<file path="config.mk">
export PLATFORM = sky130hd
export DESIGN_NAME = ecdsa_signature_der_encode_flat
export DESIGN_NICKNAME = d
export VERILOG_FILES = /design/src/sv/sde_pkg.sv /design/src/sv/sde_if.sv /design/src/sv/sde_rmem.sv /design/src/sv/sde_seq.sv /design/src/sv/ecdsa_signature_der_encode.sv /design/src/flat_wrapper.sv
export SDC_FILE = /design/constraint.sdc
export NUM_CORES = 1
export LEC_CHECK = 0
export ABC_AREA = 1
export BUFFER_PORTS_ARGS = -buffer_cell sky130_fd_sc_hd__buf_2
export CAP_MARGIN = 10
export CORE_ASPECT_RATIO = 0.5
export CORE_MARGIN = 2
export CORE_UTILIZATION = 55
export CTS_CLUSTER_SIZE = 30
export DETAILED_ROUTE_END_ITERATION = 10
export PLACE_DENSITY = 0.69
export RECOVER_POWER = 50
export SLEW_MARGIN = 20
export SYNTH_ARGS = -nofsm -noshare
export SYNTH_HDL_FRONTEND = slang
export SYNTH_SLANG_ARGS = --single-unit
</file>
<file path="constraint.sdc">
create_clock -name clk -period 2.7 [get_ports clk]
set_input_delay 0.27 -clock clk [delete_from_list [all_inputs] [get_ports clk]]
set_output_delay 0.27 -clock clk [all_outputs]
set_load 0.02 [all_outputs]
</file>
<file path="src/sv/sde_pkg.sv">
// Shared types and constants of the DER signature encoder.
package sde_pkg;

  // DER tag and fill values.
  localparam logic [7:0] TAG_SEQUENCE = 8'h30;
  localparam logic [7:0] TAG_INTEGER  = 8'h02;
  localparam logic [7:0] PAD_BYTE     = 8'h00;
  localparam int unsigned SIGN_BIT    = 7;

  // One command from the input side to the output sequencer.
  typedef struct packed {
    logic       load;   // pass data straight to the output register
    logic       burst;  // data is the first s byte: start the header burst
    logic       rpad;   // r needs a leading zero byte
    logic       last;   // data closes the encoding
    logic [7:0] data;
  } seq_cmd_t;

endpackage

</file>
<file path="src/sv/sde_if.sv">
// Valid/ready channel interfaces for raw input words and encoded output words.
interface sde_in_if;
  logic       valid;
  logic       ready;
  logic [7:0] raw_byte;

  modport source (output valid, output raw_byte, input ready);
  modport sink (input valid, input raw_byte, output ready);
endinterface

interface sde_out_if;
  logic       valid;
  logic       ready;
  logic [7:0] der_byte;
  logic       last_byte;

  modport source (output valid, output der_byte, output last_byte, input ready);
  modport sink (input valid, input der_byte, input last_byte, output ready);
endinterface

</file>
<file path="src/sv/sde_rmem.sv">
// Storage for the bytes of r, one write port and one registered read port.
module sde_rmem #(
  parameter int unsigned DEPTH = 32,
  parameter int unsigned ADDR_W = 5
) (
  input  logic              clk,
  input  logic              wr_en,
  input  logic [ADDR_W-1:0] wr_addr,
  input  logic [7:0]        wr_data,
  input  logic [ADDR_W-1:0] rd_addr,
  output logic [7:0]        rd_data
);

  logic [7:0] mem_r [DEPTH];

  // Write side.
  always_ff @(posedge clk) begin
    if (wr_en) begin
      mem_r[wr_addr] <= wr_data;
    end
  end

  // Read side, registered: data appears in the cycle after the address.
  always_ff @(posedge clk) begin
    rd_data <= mem_r[rd_addr];
  end

endmodule

</file>
<file path="src/sv/sde_seq.sv">
// Output sequencer: walks the DER header, the stored r bytes and passes s bytes.
module sde_seq
  import sde_pkg::*;
#(
  parameter int unsigned SCALAR_BYTES = 32,
  parameter int unsigned ADDR_W = 5
) (
  input  logic              clk,
  input  logic              rst_n,
  input  seq_cmd_t          cmd,
  output logic              take_ok,
  output logic [ADDR_W-1:0] rd_addr,
  input  logic [7:0]        rd_data,
  sde_out_if.source         out_chan
);

  localparam logic [7:0]        BaseLen   = 8'(2 * SCALAR_BYTES + 4);
  localparam logic [7:0]        ScalarLen = 8'(SCALAR_BYTES);
  localparam logic [ADDR_W-1:0] LastIdx   = ADDR_W'(SCALAR_BYTES - 1);

  typedef enum logic [10:0] {
    ST_IN   = 11'b000_0000_0001,
    ST_SEQ  = 11'b000_0000_0010,
    ST_TOT  = 11'b000_0000_0100,
    ST_RTAG = 11'b000_0000_1000,
    ST_RLEN = 11'b000_0001_0000,
    ST_RPAD = 11'b000_0010_0000,
    ST_RDAT = 11'b000_0100_0000,
    ST_STAG = 11'b000_1000_0000,
    ST_SLEN = 11'b001_0000_0000,
    ST_SPAD = 11'b010_0000_0000,
    ST_S0   = 11'b100_0000_0000
  } seq_state_t;

  seq_state_t        state_r, state_nxt;
  logic [ADDR_W-1:0] ridx_r, ridx_nxt;
  logic [7:0]        s0_r, s0_nxt;
  logic              rpad_r, rpad_nxt;
  logic              spad_r, spad_nxt;
  logic              last_s0_r, last_s0_nxt;
  logic              out_valid_r, out_valid_nxt;
  logic [7:0]        out_data_r, out_data_nxt;
  logic              out_last_r, out_last_nxt;
  logic              slot_free;
  logic              load_out;
  logic [7:0]        load_data;
  logic              load_last;

  // The output register can take a word when empty or being drained.
  assign slot_free = !out_valid_r || out_chan.ready;
  assign take_ok   = (state_r == ST_IN) && slot_free;
  assign rd_addr   = ridx_nxt;

  // Sequencer: one output word per step while the output side keeps up.
  always_comb begin
    state_nxt   = state_r;
    ridx_nxt    = ridx_r;
    s0_nxt      = s0_r;
    rpad_nxt    = rpad_r;
    spad_nxt    = spad_r;
    last_s0_nxt = last_s0_r;
    load_out    = 1'b0;
    load_data   = cmd.data;
    load_last   = 1'b0;
    unique case (state_r)
      ST_IN: begin
        if (cmd.burst) begin
          s0_nxt      = cmd.data;
          rpad_nxt    = cmd.rpad;
          spad_nxt    = cmd.data[SIGN_BIT];
          last_s0_nxt = cmd.last;
          ridx_nxt    = '0;
          state_nxt   = ST_SEQ;
        end else if (cmd.load) begin
          load_out  = 1'b1;
          load_data = cmd.data;
          load_last = cmd.last;
        end
      end
      ST_SEQ: begin
        load_out  = slot_free;
        load_data = TAG_SEQUENCE;
        if (slot_free) state_nxt = ST_TOT;
      end
      ST_TOT: begin
        load_out  = slot_free;
        load_data = BaseLen + {7'd0, rpad_r} + {7'd0, spad_r};
        if (slot_free) state_nxt = ST_RTAG;
      end
      ST_RTAG: begin
        load_out  = slot_free;
        load_data = TAG_INTEGER;
        if (slot_free) state_nxt = ST_RLEN;
      end
      ST_RLEN: begin
        load_out  = slot_free;
        load_data = ScalarLen + {7'd0, rpad_r};
        if (slot_free) state_nxt = rpad_r ? ST_RPAD : ST_RDAT;
      end
      ST_RPAD: begin
        load_out  = slot_free;
        load_data = PAD_BYTE;
        if (slot_free) state_nxt = ST_RDAT;
      end
      ST_RDAT: begin
        load_out  = slot_free;
        load_data = rd_data;
        if (slot_free) begin
          if (ridx_r == LastIdx) begin
            ridx_nxt  = '0;
            state_nxt = ST_STAG;
          end else begin
            ridx_nxt = ridx_r + 1'b1;
          end
        end
      end
      ST_STAG: begin
        load_out  = slot_free;
        load_data = TAG_INTEGER;
        if (slot_free) state_nxt = ST_SLEN;
      end
      ST_SLEN: begin
        load_out  = slot_free;
        load_data = ScalarLen + {7'd0, spad_r};
        if (slot_free) state_nxt = spad_r ? ST_SPAD : ST_S0;
      end
      ST_SPAD: begin
        load_out  = slot_free;
        load_data = PAD_BYTE;
        if (slot_free) state_nxt = ST_S0;
      end
      ST_S0: begin
        load_out  = slot_free;
        load_data = s0_r;
        load_last = last_s0_r;
        if (slot_free) state_nxt = ST_IN;
      end
      default: begin
        state_nxt = ST_IN;
      end
    endcase
  end

  // Output register next values.
  always_comb begin
    out_valid_nxt = out_valid_r;
    out_data_nxt  = out_data_r;
    out_last_nxt  = out_last_r;
    if (load_out) begin
      out_valid_nxt = 1'b1;
      out_data_nxt  = load_data;
      out_last_nxt  = load_last;
    end else if (out_chan.ready) begin
      out_valid_nxt = 1'b0;
    end
  end

  // Control state.
  always_ff @(posedge clk) begin
    if (!rst_n) begin
      state_r     <= ST_IN;
      ridx_r      <= '0;
      out_valid_r <= 1'b0;
    end else begin
      state_r     <= state_nxt;
      ridx_r      <= ridx_nxt;
      out_valid_r <= out_valid_nxt;
    end
  end

  // Payload state.
  always_ff @(posedge clk) begin
    s0_r       <= s0_nxt;
    rpad_r     <= rpad_nxt;
    spad_r     <= spad_nxt;
    last_s0_r  <= last_s0_nxt;
    out_data_r <= out_data_nxt;
    out_last_r <= out_last_nxt;
  end

  assign out_chan.valid     = out_valid_r;
  assign out_chan.der_byte  = out_data_r;
  assign out_chan.last_byte = out_last_r;

endmodule

</file>
<file path="src/sv/ecdsa_signature_der_encode.sv">
// Top level of the DER signature encoder: position tracking, r storage, sequencer.
//
//   channel   dir  handshake     payload
//   in_chan   in   valid/ready   raw_byte[7:0]
//   out_chan  out  valid/ready   der_byte[7:0], last_byte
//
// Raw words of r, and s words after the first, are accepted when the output has room.
// The first s word starts a burst of SCALAR_BYTES+7 to SCALAR_BYTES+9 output
// words, one per cycle while out_chan keeps up, set by the sequencer stepping
// through the r store's single read port; in_chan.ready is low for the whole burst.
// Reset clears the position counter and the sequencer; r holds no reset value.
// A stall on out_chan holds the output word and stops the sequencer.
module ecdsa_signature_der_encode
  import sde_pkg::*;
#(
  parameter int unsigned SCALAR_BYTES = 32
) (
  input  logic      clk,
  input  logic      rst_n,
  sde_in_if.sink    in_chan,
  sde_out_if.source out_chan
);

  localparam int unsigned PosW  = $clog2(2 * SCALAR_BYTES);
  localparam int unsigned AddrW = (SCALAR_BYTES > 1) ? $clog2(SCALAR_BYTES) : 1;
  localparam logic [PosW-1:0] PosS0   = PosW'(SCALAR_BYTES);
  localparam logic [PosW-1:0] PosLast = PosW'(2 * SCALAR_BYTES - 1);

  logic [PosW-1:0]  pos_r, pos_nxt;
  logic             rmsb_r, rmsb_nxt;
  logic             in_fire;
  logic             take_ok;
  logic             r_phase;
  seq_cmd_t         cmd;
  logic [AddrW-1:0] rd_addr;
  logic [7:0]       rd_data;

  assign in_chan.ready = take_ok;
  assign in_fire       = in_chan.valid && take_ok;
  assign r_phase       = (pos_r < PosS0);

  // Position counter wraps after the last s word; keep the sign of r[0].
  always_comb begin
    pos_nxt  = pos_r;
    rmsb_nxt = rmsb_r;
    if (in_fire) begin
      pos_nxt = (pos_r == PosLast) ? '0 : pos_r + 1'b1;
      if (pos_r == '0) rmsb_nxt = in_chan.raw_byte[SIGN_BIT];
    end
  end

  always_ff @(posedge clk) begin
    if (!rst_n) begin
      pos_r <= '0;
    end else begin
      pos_r <= pos_nxt;
    end
  end

  always_ff @(posedge clk) begin
    rmsb_r <= rmsb_nxt;
  end

  // Command to the sequencer for each accepted word past r.
  always_comb begin
    cmd.load  = in_fire && !r_phase && (pos_r != PosS0);
    cmd.burst = in_fire && (pos_r == PosS0);
    cmd.rpad  = rmsb_r;
    cmd.last  = (pos_r == PosLast);
    cmd.data  = in_chan.raw_byte;
  end

  sde_rmem #(
    .DEPTH  (SCALAR_BYTES),
    .ADDR_W (AddrW)
  ) u_rmem (
    .clk     (clk),
    .wr_en   (in_fire && r_phase),
    .wr_addr (pos_r[AddrW-1:0]),
    .wr_data (in_chan.raw_byte),
    .rd_addr (rd_addr),
    .rd_data (rd_data)
  );

  sde_seq #(
    .SCALAR_BYTES (SCALAR_BYTES),
    .ADDR_W       (AddrW)
  ) u_seq (
    .clk      (clk),
    .rst_n    (rst_n),
    .cmd      (cmd),
    .take_ok  (take_ok),
    .rd_addr  (rd_addr),
    .rd_data  (rd_data),
    .out_chan (out_chan)
  );

  // The first s word starts a burst that holds off further input.
  a_burst_blocks_input: assert property (@(posedge clk) disable iff (!rst_n)
    (in_fire && (pos_r == PosS0)) |=> !in_chan.ready)
    else $error("input accepted right after the first s word");

  // A closing word leaves the counter at the start of a new signature.
  a_last_wraps: assert property (@(posedge clk) disable iff (!rst_n)
    (out_chan.valid && out_chan.ready && out_chan.last_byte) |-> (pos_r == '0))
    else $error("closing word delivered with the counter mid-signature");

  // A word is accepted only when the output register can take its result.
  a_accept_room: assert property (@(posedge clk) disable iff (!rst_n)
    in_fire |-> (!out_chan.valid || out_chan.ready))
    else $error("input accepted while output word is stalled");

endmodule
</file>
<file path="src/flat_wrapper.sv">
// flat-port wrapper written by rule: the top's interface ports become plain ports
module ecdsa_signature_der_encode_flat import sde_pkg::*;
#(
  parameter int unsigned SCALAR_BYTES = 32
)
  (clk, rst_n, in_chan_valid, in_chan_raw_byte, in_chan_ready, out_chan_valid, out_chan_der_byte, out_chan_last_byte, out_chan_ready);
  sde_in_if in_chan_i ();
  sde_out_if out_chan_i ();
  input  logic clk;
  input  logic rst_n;
  input wire logic [$bits(in_chan_i.valid)-1:0] in_chan_valid;
  input wire logic [$bits(in_chan_i.raw_byte)-1:0] in_chan_raw_byte;
  output wire logic [$bits(in_chan_i.ready)-1:0] in_chan_ready;
  output wire logic [$bits(out_chan_i.valid)-1:0] out_chan_valid;
  output wire logic [$bits(out_chan_i.der_byte)-1:0] out_chan_der_byte;
  output wire logic [$bits(out_chan_i.last_byte)-1:0] out_chan_last_byte;
  input wire logic [$bits(out_chan_i.ready)-1:0] out_chan_ready;
  assign in_chan_i.valid = in_chan_valid;
  assign in_chan_i.raw_byte = in_chan_raw_byte;
  assign in_chan_ready = in_chan_i.ready;
  assign out_chan_valid = out_chan_i.valid;
  assign out_chan_der_byte = out_chan_i.der_byte;
  assign out_chan_last_byte = out_chan_i.last_byte;
  assign out_chan_i.ready = out_chan_ready;
  ecdsa_signature_der_encode #(.SCALAR_BYTES(SCALAR_BYTES)) u_core (.clk(clk), .rst_n(rst_n), .in_chan(in_chan_i), .out_chan(out_chan_i));
endmodule
</file>
# ---- After elaboration in Yosys (flattened, before gate mapping)
# Memory sizes are Yosys's and may differ from the RTL's. A register that Yosys moved wholly into a read port is not among the register bits.
# Index checks and enable logic that the tools add are counted.
dict set report word_totals {
  reg_bits 44
  mem_bits_rw 256
  in_bits 12
  output_inout_bits 11
  word_cells 94
  mem_count 1
}
# memory depth word_bits rd rd_ports_with_merged_regs write_ports line_no
set memory_table {}
lappend memory_table {u_core.u_rmem.mem_r 32 8 1 1 1 sde_rmem.sv:14} ;# logic [7:0] mem_r [DEPTH];
dict set report classes {
  add_sub_neg 6
  magnitude_cmp 1
  n_eq_ne 27
  n_mux 31
  n_reduce_logical 17
}
# operator n
set op_table {}
lappend op_table {{2-to-1 mux 11 bit} 13}
lappend op_table {{one-hot mux 11 bit (11 select lines)} 1}
lappend op_table {{one-hot mux 8 bit (8 select lines)} 1}
lappend op_table {{!= test 2 bit (second input constant)} 11}
lappend op_table {{2-to-1 mux 5 bit} 3}
lappend op_table {{adder 6 x 1 -> 7 bit (first input constant)} 2}
lappend op_table {{== test 6 bit (second input constant)} 2}
lappend op_table {{AND reduction 12 bit} 1}
lappend op_table {{== test 11 x 1 -> 1 bit (second input constant)} 1}
lappend op_table {{== test 11 x 10 -> 1 bit (second input constant)} 1}
lappend op_table {{== test 11 bit (second input constant)} 1}
lappend op_table {{== test 11 x 2 -> 1 bit (second input constant)} 1}
lappend op_table {{== test 11 x 3 -> 1 bit (second input constant)} 1}
lappend op_table {{== test 11 x 4 -> 1 bit (second input constant)} 1}
lappend op_table {{== test 11 x 5 -> 1 bit (second input constant)} 1}
lappend op_table {{== test 11 x 6 -> 1 bit (second input constant)} 1}
lappend op_table {{== test 11 x 7 -> 1 bit (second input constant)} 1}
lappend op_table {{== test 11 x 8 -> 1 bit (second input constant)} 1}
lappend op_table {{== test 11 x 9 -> 1 bit (second input constant)} 1}
lappend op_table {{one-hot mux 5 bit (2 select lines)} 1}
lappend op_table {{OR reduction 10 bit} 1}
lappend op_table {{adder 7 x 1 -> 8 bit (first input constant)} 1}
lappend op_table {{adder 8 x 1 -> 8 bit} 1}
lappend op_table {{2-to-1 mux 1 bit} 8}
lappend op_table {{16 further kinds} 25}

# ---- Logic depth before layout (Yosys ltp)
dict set report depth {
  word_depth 10
  mapped_depth 19
  depth_no_buf 17
}

# ---- By module
# From an unflattened synthesis, not the netlist that was laid out.
dict set report hier_totals {
  cells_unflattened 1272
  area_unflattened_um2 13366.6
}
# module instances cells_per_inst area_each_um2
set modules_own_cells {}
lappend modules_own_cells {sde_rmem 1 922 10786.6}
lappend modules_own_cells {sde_seq 1 296 2158.3}
lappend modules_own_cells {ecdsa_signature_der_encode 1 54 421.7}

# ---- Worst setup path after synthesis
# OpenSTA, ideal clock, no wires.
dict set report synth_timing {
  path_kind {reg2reg}
  from {register u_core.u_seq.state_r[2]}
  to {memory u_core.u_rmem.mem_r[31][0], enable pin}
  setup_ns 0.370
  t_arrival_ns 2.121
  slack_ns 0.208
  path_stages_with_launch 11
  n_path_buf 0
  synth_period_minus_slack_ns 2.492
  cell_sequence {dfxtp_1 -> nor2_1 -> nand3_1 -> nand3b_1 -> nor2_1 -> nand2_1 -> nor2_1 -> inv_1 -> nor2_1 -> inv_1 -> nor2_1}
}
dict set report synth_via {
  elab_chain_cells 6
}
# element line_no
set synth_lines {}
lappend synth_lines {{from (decl)} sde_seq.sv:35} ;# seq_state_t state_r, state_nxt;
lappend synth_lines {{from (signal assigned)} sde_seq.sv:165} ;# state_r <= state_nxt;
lappend synth_lines {{== test 11 x 1 -> 1 bit} sde_seq.sv:51} ;# assign take_ok = (state_r == ST_IN) && slot_free;
lappend synth_lines {{logical AND 1 bit} sde_seq.sv:51}
lappend synth_lines {{net in_chan_ready} flat_wrapper.sv:13} ;# output wire logic [$bits(in_chan_i.ready)-1:0] in_chan_ready;
lappend synth_lines {{logical AND 1 bit} ecdsa_signature_der_encode.sv:39} ;# assign in_fire = in_chan.valid && take_ok;
lappend synth_lines {{logical AND 1 bit} ecdsa_signature_der_encode.sv:78} ;# .wr_en (in_fire && r_phase),
lappend synth_lines {{2-to-1 mux 1 bit} sde_rmem.sv:18} ;# if (wr_en) begin
lappend synth_lines {{2-to-1 mux 1 bit (not written as such)} sde_rmem.sv:19} ;# mem_r[wr_addr] <= wr_data;
lappend synth_lines {{to (decl)} sde_rmem.sv:14}
# The timed path passes the listed nets, and every way through them passes these cells.

# ---- Final worst setup path
dict set report layout_timing {
  from {register u_core.pos_r[0]}
  to {register u_core.u_rmem.rd_data[5] (read register of u_core.u_rmem.mem_r)}
}
dict set report layout_via {
  elab_chain_cells 4
}
# element line_no
set layout_lines {}
lappend layout_lines {{from (decl)} ecdsa_signature_der_encode.sv:29} ;# logic [PosW-1:0] pos_r, pos_nxt;
lappend layout_lines {{from (signal assigned)} ecdsa_signature_der_encode.sv:56} ;# pos_r <= pos_nxt;
lappend layout_lines {{== test 6 bit} ecdsa_signature_der_encode.sv:67} ;# cmd.burst = in_fire && (pos_r == PosS0);
lappend layout_lines {{logical AND 1 bit} ecdsa_signature_der_encode.sv:67}
lappend layout_lines {{2-to-1 mux 5 bit} sde_seq.sv:67} ;# if (cmd.burst) begin
lappend layout_lines {{one-hot mux 5 bit (2 select lines)} sde_seq.sv:65} ;# unique case (state_r)
lappend layout_lines {{to (decl)} sde_rmem.sv:11} ;# output logic [7:0] rd_data
# Every way passes these cells.
# A chain may end at the register's enable or synchronous reset.

==> impl_results.md <==
- Crit path DAT: between 3 and 4 ns
- Failing checks: max-capacitance violations, max-slew violations
- Sequential share of power: 46.7%
- Avg Inst Size Synth: just under 10 um^2
- Routed Antenna Nets: 0
- Vias in the first global route: between 9,000 and 10,000
- CP max-delay cell: o31ai_4
- Worst Slack Setup Final: approximately 0.11 ns
- Final Net Count: 1,511
- Largest area contributor in the netlist: edfxtp_1
- Sw Ratio: 28.8%
- Sequential Area: around 8900 um^2
- Worst slew margin: -53.2%
- Mapped cell area: 13,900 um^2
- Startpoint types: flop
- EDFF count, synth: about 280
- Comb power frac: between 10% and 20%
- RSZ-0062 raised after global routing: yes
- Ratio of cells with drive above 1 in the final layout: between 10% and 20%
- Global-route wire length before repair: about 54,000 um
- PwrDens: between 700 and 800 nW/um^2
- CP Depth: 13
- Final slew viol count: between 200 and 300
- Initial DRT Pass Iterations: 8
- Library cells used by synthesis: 40
- H-tree depth: 1
- GPL Wtd Cong: ~0.95
- N_diodes: 0
- CTS tree: yes
- Highest clock rate: 0.386 GHz
- All-Layer GR Usage: ~27%
- Crit-path max cell delay: approximately 0.4 ns
- Area growth syn-to-layout: 15.9%
- Clock slew at reported path FFs: about 0.070 ns
- Hold WC Path Type: input port to flop
- Clk buf depth: 3
- Chip width: between 200 and 250 um
- Synthesis-stage register bit count: approximately 310
- Most common cell in the netlist: nand3_1
- Most frequent cells after synthesis: 304 x nand3_1, 276 x edfxtp_1, 270 x nand2_1
- CP most frequent cell: nand3_1
- Peak VDD IR: between 0.4 and 0.5 mV
- Net switching power: between 0.003 and 0.004 W
- Internal cell power: approximately 0.0084 W
- Routed len/inst: a little over 20 um
- Critical path's top delay family: simple AND/OR/NAND/NOR gates
- CP cell instances: inv_2, ha_2, nand3_1, o31ai_4, nand2_4, a21oi_4, buf_12, nand3_1, nand3_1, nand3_1, nand2_1, nand2_1, nand2_1
- Initial drt markers: around 1,200
- Worst setup EP type: flop
- Min cycle time layout: around 2.6 ns
- Period utilization: about 96%
- Crit Path Category: flop to flop
- Die Y: between 100 and 150 um
- R2R depth: 13
- Worst slew pin tran: between 2 and 2.5 ns
- Status: finished with violations
- Clock Power Share: approximately a third
- Leak: approximately 6.8 nW
- Syn nets: between 1,000 and 1,500
- IO Port Bufs: 22
- Design Power: around 0.012 W
- Die area: approximately 27,000 um^2
- Setup WS pre-CTS: between 0.015 and 0.02 ns
- Maxcap violations: 8
- Core footprint: 25,000 um^2
- Initial Utilization: between 50% and 60%
- Synth Flop Type: edfxtp_1
- Area of the multi-input gates: approximately 3800 um^2
- Vias: around 10,000
- Detailed-route DRC error count: 0
- Largest net degree at the start of global routing: between 80 and 90
- Post-synth ARST share: 0%
- Synth top area cells: edfxtp_1 60%, nand3_1 11%, nand2_1 7.3%
- Hold depth: 2
- CTS sink cnt: 307
- Setup TNS: 0 ns
- # rows: 41
- Root Buffer: clkbuf_16
- Worst Path Max Fanout: 33
- Hold_buf cts: 0
- Count of final setup violators: 0
- Hold_ws: 0.0939 ns
- Synth warnings: 0
- Clock skew: around 0.028 ns
- Cells after Synth: about 1,400
- Fin. Hold Viols: 0
- Routed vias/inst: 5.65
- CTS Buf Count: 28
- Crit path buf inv count: 2
- Detailed Place HPWL: approximately 22,000 um
- Ports: 23
- Fillcell total: about 2,000
- Top cell type's share of synthesized area: 59.6%
- Routed WL: ~38,000 um
- Sequential area share after synthesis: between 60% and 70%
- Grt ovf: 0
- Critical path required time: about 3.2 ns
- Clock Latency Late Sink: 0.57 ns
- Initial antenna violation count: 0
-- cells in the final DEF (no fill, tap or decap), types with 2 or more instances in the layout --
| master | Yosys | routed |
|---|---|---|
| ha_1 | 7 | 4 |
| nand3_2 | 1 | 5 |
| nand2_2 | 6 | 5 |
| a21oi_1 | 14 | 13 |
| clkbuf_16 | 0 | 33 |
| a31oi_1 | 2 | 2 |
| buf_2 | 35 | 3 |
| buf_12 | 0 | 9 |
| nand2_1 | 270 | 269 |
| buf_8 | 0 | 2 |
| nand3b_1 | 33 | 33 |
| clkinvlp_4 | 0 | 4 |
| nand3_1 | 304 | 299 |
| buf_16 | 0 | 2 |
| buf_4 | 3 | 67 |
| nor3_1 | 5 | 5 |
| clkbuf_1 | 18 | 24 |
| buf_6 | 2 | 2 |
| nor3b_1 | 2 | 2 |
| o21ai_4 | 1 | 3 |
| nor2_1 | 80 | 78 |
| edfxtp_1 | 276 | 276 |
| nor2_2 | 4 | 6 |
| inv_2 | 5 | 6 |
| nand4_1 | 9 | 9 |
| clkinv_2 | 0 | 6 |
| inv_1 | 266 | 265 |
| dfxtp_1 | 31 | 30 |
| o21ai_0 | 17 | 16 |
| clkbuf_8 | 0 | 9 |
| ha_2 | 0 | 3 |
| bufinv_16 | 0 | 2 |
-- layout make-up --
cell class	count	share of cell area, %
Inverter	273	6.38
Multi-Input combinational cell	770	23.3
Clock inverter	13	0.854
Tap cell	344	2.67
Clock buffer	39	5.10
Sequential cell	307	55.3
Timing Repair Buffer	112	6.35
-- kinds of logic (layout without fill, tap and decap cells) --
group | count (synthesis) | in the layout | share of synthesized area, %
compound gates | 45 | 45 | 2.10
buf+inv | 335 | 437 | 9.58
fa+ha+maj | 7 | 7 | 0.630
flops | 307 | 307 | 64.1
simple gates | 718 | 718 | 23.6
-- power by group through the flow --
stage          sequential (W)  clock (W)  combinational (W)
5_1_grt               0.00555    0.00430            0.00240
6_report              0.00554    0.00409            0.00223
2_1_floorplan         0.00565          0            0.00118
3_5_place_dp          0.00562          0            0.00190
4_1_cts               0.00552    0.00412            0.00193
3_3_place_gp          0.00562          0            0.00188
-- layer usage --
| metal | vias to the layer above | GRT usage [%] | wire length (um) |
|---|---|---|---|
| met5 | - | 0 | 0 |
| met4 | 0 | 7.32 | 859 |
| met3 | 86 | 7.32 | 4490 |
| met2 | 560 | 40.7 | 16300 |
| met1 | 5038 | 38.7 | 16100 |
| li1 | 4809 | - | - |
-- sequential cells by signal (all words and copies together), names as in the netlist --
register / cells
u_core.u_seq.out_chan.valid: 1
u_core.pos_r: 6
u_core.u_rmem.mem_r: 256
u_core.u_seq.ridx_r: 5
u_core.u_seq.out_chan.der_byte: 8
u_core.u_seq.spad_r: 1
u_core.u_seq.rpad_r: 1
u_core.u_rmem.rd_data: 8
u_core.u_seq.last_s0_r: 1
u_core.rmsb_r: 1
u_core.u_seq.state_r: 11
u_core.u_seq.s0_r: 7
u_core.u_seq.out_chan.last_byte: 1
-- final timing paths --
check	slack, ns	from	to
max reg2reg	0.11	u_core.pos_r[0]	u_core.u_rmem.rd_data[5]
min	0.09	rst_n	u_core.u_seq.state_r[0]
min reg2reg	0.44	u_core.rmsb_r	u_core.u_seq.rpad_r
max	0.11	u_core.pos_r[0]	u_core.u_rmem.rd_data[5]
-- stage by stage --
stage / util (%) / cells / instance area [um^2]
6_report: 64.3 / 1858 / 16100
5_1_grt: 64.3 / 1858 / 16100
4_1_cts: 63.2 / 1842 / 15800
3_5_place_dp: 59.3 / 1790 / 14900
3_3_place_gp: 59.3 / 1790 / 14900
2_1_floorplan: - / 1412 / 13900
-- what timing repair did --
item / CTS / global route
endpoints found under the setup margin: 1 / 44
buffers inserted: 0 / 9
gates cloned: 0 / 7
resized for setup: 1 / 28
pin swaps: 0 / 7
(Power assumes the default switching activity.)
